**src/sv/nerd_pkg.sv**
```systemverilog
// ----------------------------------------------------------------------------
// nerd_pkg: shared types and constants
// Word formats, register indexes and fixed constants for the notch-filter
// energy-ratio tone detector.
// ----------------------------------------------------------------------------
package nerd_pkg;

    // Input word: one line sample, or a restart request
    typedef struct packed {
        logic signed [15:0] sample;
        logic               restart;
    } in_word_t;

    // Output word: detection flag and qualifying-block count
    typedef struct packed {
        logic       detected;
        logic [7:0] hit_count;
    } out_word_t;

    // Configuration port widths
    localparam int unsigned CFG_IDX_W  = 3;
    localparam int unsigned CFG_DATA_W = 31;

    // Register indexes
    typedef enum logic [CFG_IDX_W-1:0] {
        REG_B1_COEF    = 3'd0,
        REG_A1_COEF    = 3'd1,
        REG_A2_COEF    = 3'd2,
        REG_RATIO_SHFT = 3'd3,
        REG_IN_MIN     = 3'd4,
        REG_OUT_MAX    = 3'd5
    } cfg_index_t;

    // Register reset values
    localparam logic signed [15:0] B1_RESET        = 16'sd23170;
    localparam logic signed [15:0] A1_RESET        = 16'sd22012;
    localparam logic signed [15:0] A2_RESET        = 16'sd14787;
    localparam logic [3:0]         RATIO_RESET     = 4'd3;
    localparam logic [30:0]        IN_MIN_RESET    = 31'd150000;
    localparam logic [30:0]        OUT_MAX_RESET   = 31'd2250000;

    // Arithmetic constants
    localparam logic [31:0] Q14_HALF     = 32'h0000_2000;
    localparam logic [31:0] ENERGY_HALF  = 32'd32;
    localparam logic [7:0]  HIT_THRESH   = 8'd5;
    localparam logic [7:0]  HIT_MAX      = 8'd255;

endpackage

```
**src/sv/notch_energy_retrain_detector_top.sv**
```systemverilog
// ----------------------------------------------------------------------------
// notch_energy_retrain_detector_top: notch-filter tone detector
// Q14 biquad notch on each sample, block energy sums of input and output,
// and a count of consecutive blocks whose energy ratio and bounds mark a tone.
// ----------------------------------------------------------------------------
//
//  channel  | direction | handshake            | word
//  ---------+-----------+----------------------+-----------------------------
//  in       | input     | in_valid / in_stall  | in_data  (sample, restart)
//  out      | output    | out_valid / out_stall| out_data (detected, hit_count)
//  cfg      | input     | cfg_wr_en            | cfg_index, cfg_data
//
//  A sample word runs the filter products, the squares, the energy sums
//  and, at a block's last sample, the block evaluation; the next word can
//  be taken in the cycle after its result is loaded. All five products go
//  one after another through the single registered multiplier. A restart
//  word is loaded directly. in_stall is high from the cycle after accept
//  until the result is loaded into the output register; a stalled output
//  holds the sequencer in its final state. Reset clears the filter history,
//  energies and counts and loads the registers with their default values.
//
module notch_energy_retrain_detector_top #(
    parameter int unsigned BLOCK_LEN = 64
) (
    input  logic                                clk,
    input  logic                                rst_n,
    input  logic                                in_valid,
    output logic                                in_stall,
    input  nerd_pkg::in_word_t                  in_data,
    output logic                                out_valid,
    input  logic                                out_stall,
    output nerd_pkg::out_word_t                 out_data,
    input  logic                                cfg_wr_en,
    input  logic [nerd_pkg::CFG_IDX_W-1:0]      cfg_index,
    input  logic [nerd_pkg::CFG_DATA_W-1:0]     cfg_data
);

    localparam int unsigned POS_W = $clog2(BLOCK_LEN);
    localparam logic [POS_W-1:0] POS_LAST = POS_W'(BLOCK_LEN - 1);

    typedef enum logic [3:0] {
        ST_IDLE,
        ST_MUL_A1,
        ST_MUL_A2,
        ST_MUL_B1,
        ST_SQ_X,
        ST_SQ_Y,
        ST_ACC_OUT,
        ST_EVAL,
        ST_DONE
    } state_t;

    // Configuration registers
    logic signed [15:0] b1_reg, a1_reg, a2_reg;
    logic [3:0]         ratio_reg;
    logic [30:0]        in_min_reg, out_max_reg;

    // Sequencer and datapath registers
    state_t             state_reg, state_next;
    logic signed [15:0] x_reg, x_next;
    logic signed [15:0] y_reg, y_next;
    logic signed [15:0] prev_in_reg, prev_in_next;
    logic signed [15:0] prev2_in_reg, prev2_in_next;
    logic signed [15:0] prev_out_reg, prev_out_next;
    logic signed [15:0] prev2_out_reg, prev2_out_next;
    logic [30:0]        ein_reg, ein_next;
    logic [30:0]        eout_reg, eout_next;
    logic [POS_W-1:0]   pos_reg, pos_next;
    logic [7:0]         hits_reg, hits_next;
    logic               out_valid_reg, out_valid_next;
    nerd_pkg::out_word_t out_data_reg, out_data_next;

    // Multiplier operands and derived product terms
    logic signed [15:0] mul_a, mul_b;
    logic signed [31:0] mul_prod;
    logic [31:0]        rnd_sum;
    logic [15:0]        rnd_term;
    logic [31:0]        nrg_sum;
    logic [30:0]        nrg_term;
    logic               blk_hit;

    nerd_mul u_mul (
        .clk  (clk),
        .op_a (mul_a),
        .op_b (mul_b),
        .prod (mul_prod)
    );

    // Q14 rounding: only the low 16 bits of the shifted value matter
    assign rnd_sum  = $unsigned(mul_prod) + nerd_pkg::Q14_HALF;
    assign rnd_term = rnd_sum[29:14];

    // Scaled energy (v*v + 32) >> 6 from a square
    assign nrg_sum  = $unsigned(mul_prod) + nerd_pkg::ENERGY_HALF;
    assign nrg_term = {5'd0, nrg_sum[31:6]};

    // Block qualification
    assign blk_hit = ((ein_reg >> ratio_reg) > eout_reg)
                  && (ein_reg > in_min_reg)
                  && (eout_reg < out_max_reg);

    // Configuration writes
    always_ff @(posedge clk or negedge rst_n)
    begin
        if (!rst_n)
        begin
            b1_reg      <= nerd_pkg::B1_RESET;
            a1_reg      <= nerd_pkg::A1_RESET;
            a2_reg      <= nerd_pkg::A2_RESET;
            ratio_reg   <= nerd_pkg::RATIO_RESET;
            in_min_reg  <= nerd_pkg::IN_MIN_RESET;
            out_max_reg <= nerd_pkg::OUT_MAX_RESET;
        end
        else if (cfg_wr_en)
        begin
            unique case (cfg_index)
                nerd_pkg::REG_B1_COEF:    b1_reg      <= cfg_data[15:0];
                nerd_pkg::REG_A1_COEF:    a1_reg      <= cfg_data[15:0];
                nerd_pkg::REG_A2_COEF:    a2_reg      <= cfg_data[15:0];
                nerd_pkg::REG_RATIO_SHFT: ratio_reg   <= cfg_data[3:0];
                nerd_pkg::REG_IN_MIN:     in_min_reg  <= cfg_data;
                nerd_pkg::REG_OUT_MAX:    out_max_reg <= cfg_data;
                default: ;
            endcase
        end
    end

    // Sequencer next-state and datapath
    always_comb
    begin
        state_next     = state_reg;
        x_next         = x_reg;
        y_next         = y_reg;
        prev_in_next   = prev_in_reg;
        prev2_in_next  = prev2_in_reg;
        prev_out_next  = prev_out_reg;
        prev2_out_next = prev2_out_reg;
        ein_next       = ein_reg;
        eout_next      = eout_reg;
        pos_next       = pos_reg;
        hits_next      = hits_reg;
        out_valid_next = out_valid_reg;
        out_data_next  = out_data_reg;
        mul_a          = '0;
        mul_b          = '0;

        // output word taken
        if (out_valid_reg && !out_stall)
        begin
            out_valid_next = 1'b0;
        end

        unique case (state_reg)
            ST_IDLE:
            begin
                if (in_valid)
                begin
                    x_next = in_data.sample;
                    y_next = in_data.sample + prev2_in_reg;
                    if (in_data.restart)
                    begin
                        prev_in_next   = '0;
                        prev2_in_next  = '0;
                        prev_out_next  = '0;
                        prev2_out_next = '0;
                        ein_next       = '0;
                        eout_next      = '0;
                        pos_next       = '0;
                        hits_next      = '0;
                        state_next     = ST_DONE;
                    end
                    else
                    begin
                        state_next = ST_MUL_A1;
                    end
                end
            end
            ST_MUL_A1:
            begin
                mul_a      = prev_out_reg;
                mul_b      = a1_reg;
                state_next = ST_MUL_A2;
            end
            ST_MUL_A2:
            begin
                mul_a      = prev2_out_reg;
                mul_b      = a2_reg;
                y_next     = y_reg + $signed(rnd_term);
                state_next = ST_MUL_B1;
            end
            ST_MUL_B1:
            begin
                mul_a      = prev_in_reg;
                mul_b      = b1_reg;
                y_next     = y_reg - $signed(rnd_term);
                state_next = ST_SQ_X;
            end
            ST_SQ_X:
            begin
                mul_a      = x_reg;
                mul_b      = x_reg;
                y_next     = y_reg - $signed(rnd_term);
                state_next = ST_SQ_Y;
            end
            ST_SQ_Y:
            begin
                // y_reg holds the finished filter output here
                mul_a      = y_reg;
                mul_b      = y_reg;
                ein_next   = ein_reg + nrg_term;
                state_next = ST_ACC_OUT;
            end
            ST_ACC_OUT:
            begin
                eout_next      = eout_reg + nrg_term;
                prev2_in_next  = prev_in_reg;
                prev_in_next   = x_reg;
                prev2_out_next = prev_out_reg;
                prev_out_next  = y_reg;
                if (pos_reg == POS_LAST)
                begin
                    state_next = ST_EVAL;
                end
                else
                begin
                    pos_next   = pos_reg + 1'b1;
                    state_next = ST_DONE;
                end
            end
            ST_EVAL:
            begin
                if (blk_hit)
                begin
                    if (hits_reg != nerd_pkg::HIT_MAX)
                    begin
                        hits_next = hits_reg + 8'd1;
                    end
                end
                else
                begin
                    hits_next = '0;
                end
                ein_next   = '0;
                eout_next  = '0;
                pos_next   = '0;
                state_next = ST_DONE;
            end
            ST_DONE:
            begin
                if (!out_valid_reg || !out_stall)
                begin
                    out_valid_next          = 1'b1;
                    out_data_next.detected  = (hits_reg > nerd_pkg::HIT_THRESH);
                    out_data_next.hit_count = hits_reg;
                    state_next              = ST_IDLE;
                end
            end
            default:
            begin
                state_next = ST_IDLE;
            end
        endcase
    end

    // State and registered outputs
    always_ff @(posedge clk or negedge rst_n)
    begin
        if (!rst_n)
        begin
            state_reg     <= ST_IDLE;
            prev_in_reg   <= '0;
            prev2_in_reg  <= '0;
            prev_out_reg  <= '0;
            prev2_out_reg <= '0;
            ein_reg       <= '0;
            eout_reg      <= '0;
            pos_reg       <= '0;
            hits_reg      <= '0;
            out_valid_reg <= 1'b0;
        end
        else
        begin
            state_reg     <= state_next;
            prev_in_reg   <= prev_in_next;
            prev2_in_reg  <= prev2_in_next;
            prev_out_reg  <= prev_out_next;
            prev2_out_reg <= prev2_out_next;
            ein_reg       <= ein_next;
            eout_reg      <= eout_next;
            pos_reg       <= pos_next;
            hits_reg      <= hits_next;
            out_valid_reg <= out_valid_next;
        end
    end

    // Working values and output word need no reset
    always_ff @(posedge clk)
    begin
        x_reg        <= x_next;
        y_reg        <= y_next;
        out_data_reg <= out_data_next;
    end

    assign in_stall  = (state_reg != ST_IDLE);
    assign out_valid = out_valid_reg;
    assign out_data  = out_data_reg;

endmodule

```
**src/sv/nerd_mul.sv**
```systemverilog
// ----------------------------------------------------------------------------
// nerd_mul: shared signed multiplier
// One 16x16 signed multiply per cycle with a registered 32-bit product.
// ----------------------------------------------------------------------------
module nerd_mul (
    input  logic               clk,
    input  logic signed [15:0] op_a,
    input  logic signed [15:0] op_b,
    output logic signed [31:0] prod
);

    logic signed [31:0] prod_reg;

    // Product register; the sequencer only reads it in the cycle after issue
    always_ff @(posedge clk)
    begin
        prod_reg <= op_a * op_b;
    end

    assign prod = prod_reg;

endmodule

```
**config.mk**
```make
export PLATFORM = sky130hd
export DESIGN_NAME = notch_energy_retrain_detector_top
export DESIGN_NICKNAME = d
export VERILOG_FILES = /design/src/sv/nerd_pkg.sv /design/src/sv/notch_energy_retrain_detector_top.sv /design/src/sv/nerd_mul.sv
export SDC_FILE = /design/constraint.sdc
export NUM_CORES = 2
export LEC_CHECK = 0
export ABC_CLOCK_PERIOD_IN_PS = 7610
export BUFFER_PORTS_ARGS = -buffer_cell sky130_fd_sc_hd__buf_2
export CORE_MARGIN = 5
export CORE_UTILIZATION = 55
export CTS_CLUSTER_DIAMETER = 150
export CTS_CLUSTER_SIZE = 25
export DETAILED_ROUTE_END_ITERATION = 8
export GPL_TIMING_DRIVEN = 0
export PLACE_DENSITY = 0.71
export SYNTH_ARGS = -nofsm -noshare
export SYNTH_HDL_FRONTEND = slang
export SYNTH_SLANG_ARGS = --single-unit
```
**constraint.sdc**
```tcl
create_clock -name clk -period 7.61 [get_ports clk]
set_clock_uncertainty 0.15 [all_clocks]
set_input_delay 0.761 -clock clk [delete_from_list [all_inputs] [get_ports clk]]
set_output_delay 0.761 -clock clk [all_outputs]
set_load 0.02 [all_outputs]
```
# Yosys cells after proc, flatten, opt, wreduce, memory -nomap -nowiden
# Index checks and enable logic that the tools add are counted.
[totals] reg_bits=332 input_bits=56 out_inout_bits=11 wordCells=117
[op_classes] add_sub_neg=9 multipliers=1 n_lt_le_gt_ge=4 n_eq_ne=20 shift=1 mux=31 n_reduce_logical=30
[op_table] cell="$pmux 31 s3" count=2
[op_table] cell="$pmux 16 s5" count=2
[op_table] cell="$pmux 16 s2" count=4
[op_table] cell="$add 31x26->31" count=2
[op_table] cell="$gt 31x31->1" count=2
[op_table] cell="$mux 31" count=2
[op_table] cell="$mux 16" count=3
[op_table] cell="$pmux 16 s3" count=1
[op_table] cell="$pmux 4 s9" count=1
[op_table] cell="$add 16x16->16" count=2
[op_table] cell="$add 32x6->32 const B" count=1
[op_table] cell="$mul 16x16->32" count=1
[op_table] cell="$mux 8" count=4
[op_table] cell="$lt 31x31->1" count=1
[op_table] cell="$shr 31x4->31" count=1
[op_table] cell="$add 30x14->30 const B" count=1
[op_table] cell="$reduce_and 2->1" count=10
[op_table] cell="$mux 6" count=3
[op_table] cell="$pmux 6 s3" count=1
[op_table] cell="$eq 4x3->1 const B" count=4
[op_table] cell="$mux 4" count=4
[op_table] cell="$pmux 8 s2" count=1
[op_table] cell="$sub 16x16->16" count=1
[op_table] cell="$reduce_and 3->1" count=3
[op_table] cell="other kinds (24)" count=39

# Depth between registers and ports, before layout
[depth] word_depth=6 depth_mapped=33 ltp_nobuf=29

# Cells and area by module
# From an unflattened synthesis, not the netlist that was laid out.
[hier_totals] hier_cells=3330 hier_area_um2=31478.9
[modules_own_cells] module="notch_energy_retrain_detector_top" n_inst=1 cells_each=2171 area_per_inst_um2=20802.5 seq_area_each_um2=7763.7
[modules_own_cells] module="nerd_mul" n_inst=1 cells_each=1159 area_per_inst_um2=10676.5 seq_area_each_um2=640.6

# Worst setup path before layout
# Ideal clock, no wire load.
[synth_timing] path_type="reg2reg" start="reg state_reg[1]" end="reg u_mul.prod_reg[30] (netlist: u_mul.prod[30])" setup_time_ns=0.072 t_arrival_ns=7.938 t_required_ns=7.388 slack_ns=-0.550 stages_incl_launch_ff=32 path_buffers=4 synth_period_minus_slack_ns=8.160 cell_sequence="dfrtp_1 -> buf_6 -> clkbuf_1 -> nand2b_1 -> nor3_1 -> clkbuf_1 -> nand2_1 -> nand4_1 -> clkbuf_1 -> nand2_1 -> fa_1 -> inv_1 -> fa_1 -> inv_1 -> fa_1 -> inv_1 -> fa_1 -> fa_1 -> inv_1 -> fa_1 -> inv_1 -> ha_1 -> nor2b_1 -> o21ai_0 -> nand2b_1 -> a21oi_1 -> o21bai_1 -> a21o_1 -> a21oi_1 -> o21ai_2 -> a21oi_1 -> xnor2_1"
[synth_via] elab_chain_len=3 elab_cells_between_ends=8 cone_classes="mul (1); eq/ne (5); mux (2)"
[synth_lines] element="from (decl)" line_no="notch_energy_retrain_detector_top.sv:59" source="state_t state_reg, state_next;"
[synth_lines] element="from (signal assigned)" line_no="notch_energy_retrain_detector_top.sv:283" source="state_reg <= state_next;"
[synth_lines] element="$eq 4x3->1, or another cell as far along" line_no="notch_energy_retrain_detector_top.sv:153" source="unique case (state_reg)"
[synth_lines] element="$pmux 16 s5" line_no="notch_energy_retrain_detector_top.sv:153"
[synth_lines] element="$mul 16x16->32 *" line_no="nerd_mul.sv:17" source="prod_reg <= op_a * op_b;"
[synth_lines] element="to (signal assigned)" line_no="nerd_mul.sv:17"
[synth_lines] element="to (decl)" line_no="nerd_mul.sv:12" source="logic signed [31:0] prod_reg;"
# Mark *: on every way between the ends. The rest lies on a longest branch, timed or not.
# A chain may end at the register's enable or synchronous reset.

# Worst setup path after layout
[layout_timing] start="reg state_reg[3]" end="reg u_mul.prod_reg[30] (netlist: u_mul.prod[30])"
# The elaborated chain is that of the path after synthesis.

==> summary.txt <==
Synthesis
  – Combinational family with the most area after synthesis: adder cells
  – Ys Warns: 0
  – Mux share of post-synthesis cell area: 0.0583
  – Number of distinct library cells after synthesis: 88
  – Synth Area in Compound Gates: 0.130
  – Post-synth top area share: 0.178
  – Avg Inst Size Synth: 9.38 um2
  – Synth Area in XOR/XNOR: 0.0463
  – Cell area after synthesis: roughly 30000 um2
  – Post-Syn Nets: just under 4000
  – Most common cell in the netlist: inv_1
  – Seq/Total Area, Yosys: 0.271
  – Post-synthesis adder-cell area fraction: 0.279
  – Simple-Gate Fraction of Synth Area: 0.142
  – Most used DFF post-synth: dfrtp_1
  – Post-synth top area cell: dfrtp_1
  – Post-synth EDFFs: between 40 and 50
  – Async SR Flop Fraction: 0.792
  – Post-Synthesis Cells: approximately 3300
  – Most instantiated cells after synthesis: inv_1, nand2_1, fa_1, ha_1, nor2_1
  – #FFs+latches synth: around 330
  – Top cells by area, synth: dfrtp_1, fa_1, ha_1

Placed design
  – IO Port Bufs: 66
  – Dpl hpwl: 75500 um
  – Global placement routability congestion: around 1
  – Placed cells: around 4100

Critical path
  – Flop-to-flop setup slack: between 0.02 and 0.025 ns
  – Req. time, crit path: roughly 7.9 ns
  – FF-to-FF Start: state_reg[3]$_DFFE_PN0P_
  – Crit Path Class: reg2reg
  – CP Capture Type: register
  – Slowest CP cell: fa_2
  – Critical-path maximum fanout: 10
  – Startpoint Class: register
  – End of the worst register-to-register path: u_mul.prod[30]$_DFF_P_
  – Crit path arrival time: a little under 8 ns
  – R2R depth: 30
  – Crit-path max cell delay: 0.59 ns

Clock network
  – Worst-path clk slew: 0.12 ns
  – Clock root cell: clkbuf_16
  – Worst skew pair latency: 0.55 ns
  – Hold Buf Count CTS: 0
  – CTS Buffer Depth: 3
  – Number of CTS-inserted buffers: 17
  – CTS tree: done
  – H-tree levels: 1
  – Clock sink count: between 300 and 400

Route
  – Via/cell ratio: approximately 6
  – Wire per inst: roughly 22 um
  – Final wirelength: 94100 um
  – DR vias: 25000
  – Iter 0 DRT Violations: about 2000
  – Pre-antenna DRT Iters: 6
  – Antenna Nets Post-Route: 0
  – # DRC: 0

Outcome
  – Failing checks: hold timing
  – Outcome: finished with violations

Hold path
  – Worst Hold Class: in2async

Global routing
  – First-pass GRT wire length: approximately 150000 um
  – GR Overflow Total: 0
  – Met1 Use GR: 0.379
  – Overall Global Routing Usage: 0.308
  – Vias in the first global route: 26300
  – Grt peak-use layer: met2
  – Initial antenna violation count: 2
  – M2 GR Usage: 0.548
  – Met3 usage in global routing: 0.0291
  – Pin count of the biggest net entering global routing: 110

Floorplan
  – Die area: approximately 60000 um2
  – Num ports: between 60 and 70
  – Initial Util: 0.555
  – Rows: 86
  – Width of the die: between 200 and 250 um
  – Die Y: around 250 um
  – CORE AREA: approximately 55000 um2

Cells and area
  – Layout cells sized above 1: 0.152
  – Fin cells: 4201
  – Nets: slightly above 4000
  – Diodes inserted: 0
  – P&R area growth vs syn: 11.3%

STA
  – Rel. slew slack: 0.296
  – Slew Limit Fails: 0
  – Least-Margin Pin Slew: ~1.1 ns
  – Final worst path period share: 0.997
  – Hold slack final: -0.00372 ns
  – Fin. Hold Viols: 1
  – Setup violations, final: 0
  – FMAX: approximately 0.13 GHz
  – RSZ-0062 raised after global routing: yes
  – Min cycle time layout: approximately 7.6 ns

Flow run
  – Max_cap viols: 0

Pwr
  – Static Leakage: roughly 0.016 uW
  – Worst VDD drop: approximately 0.78 mV
  – Pwr per Cell Area: between 400 and 500 nW/um2
## worst max-delay path: cells and delay by family, from the launching register on
kind,cells,cell delay [ns]
AND/OR/NAND/NOR,6,1.18
flip-flops,1,0.41
XOR/XNOR,1,0.20
buffers and inverters,9,0.95
AO/OA/AOI/OAI,7,1.04
adder cells (fa/ha/maj),7,3.55
## how the worst max path moves through the flow
stage	start	endpoint
floorplan	state_reg[1]$_DFFE_PN0P_	u_mul.prod[30]$_DFF_P_
global placement	state_reg[1]$_DFFE_PN0P_	u_mul.prod[30]$_DFF_P_
detailed placement	state_reg[1]$_DFFE_PN0P_	u_mul.prod[30]$_DFF_P_
CTS	state_reg[1]$_DFFE_PN0P_	u_mul.prod[30]$_DFF_P_
global route	state_reg[1]$_DFFE_PN0P_	u_mul.prod[31]$_DFF_P_
finish	state_reg[3]$_DFFE_PN0P_	u_mul.prod[30]$_DFF_P_
## logic make-up (layout without fill, tap and decap cells)
logic type,after synthesis,count (layout)
XOR/XNOR,162,162
AND/OR/NAND/NOR,921,921
AO/OA/AOI/OAI,597,597
adder cells (fa/ha/maj),525,525
buffers and inverters,591,776
flip-flops,327,327
multiplexers,145,145
## cell usage in the layout (no fill, tap or decap), types with 92 or more instances in the layout
cell type  count
a21oi_1      125
dfrtp_1      217
fa_1         255
ha_1         249
inv_1        446
nand2_1      322
nand3_1       92
nor2_1       220
o21ai_0      140
xnor2_1      100
## metal layers
metal,wire length [um],part of all wire
met1,36600,0.39
met5,11,0.00012
met4,5570,0.059
met3,4870,0.052
met2,47100,0.50
## power by group
| part | switching [uW] | total [uW] | internal [uW] |
|---|---|---|---|
| clock network | 620 | 1070 | 454 |
| registers | 563 | 2980 | 2410 |
| logic | 6840 | 11800 | 4950 |
## cell type report
cell class	count	area, um2
Sequential cell	327	8310
Buffer	113	692
Timing Repair Buffer	173	1290
Clock inverter	2	28.8
Multi-Input combinational cell	2350	20600
Clock buffer	28	487
Inverter	460	1730
Fill cell	4707	21100
Tap cell	748	936
## what timing repair did
item | 4_1_cts | 5_1_grt
resized for setup | 177 | 59
gates cloned | 1 | 2
setup buffers | 66 | 35
pin swaps | 63 | 90
setup endpoints to repair | 22 | 14
## stage by stage
stage                      TNS [ns]  worst slack, ns   util  power, uW  area, um2
after floorplan                   0           0.0125      -      10100      30700
after global placement       -26.37            -2.04  0.579      12900      31900
after detailed placement     -27.34            -2.11  0.580      13100      32000
after CTS                 -0.000775        -0.000775  0.610      15200      33700
after global routing         -0.584           -0.111  0.618      17200      34100
final                             0           0.0218  0.618      15800      34100
Note: power is estimated with default switching activity, not from simulation.
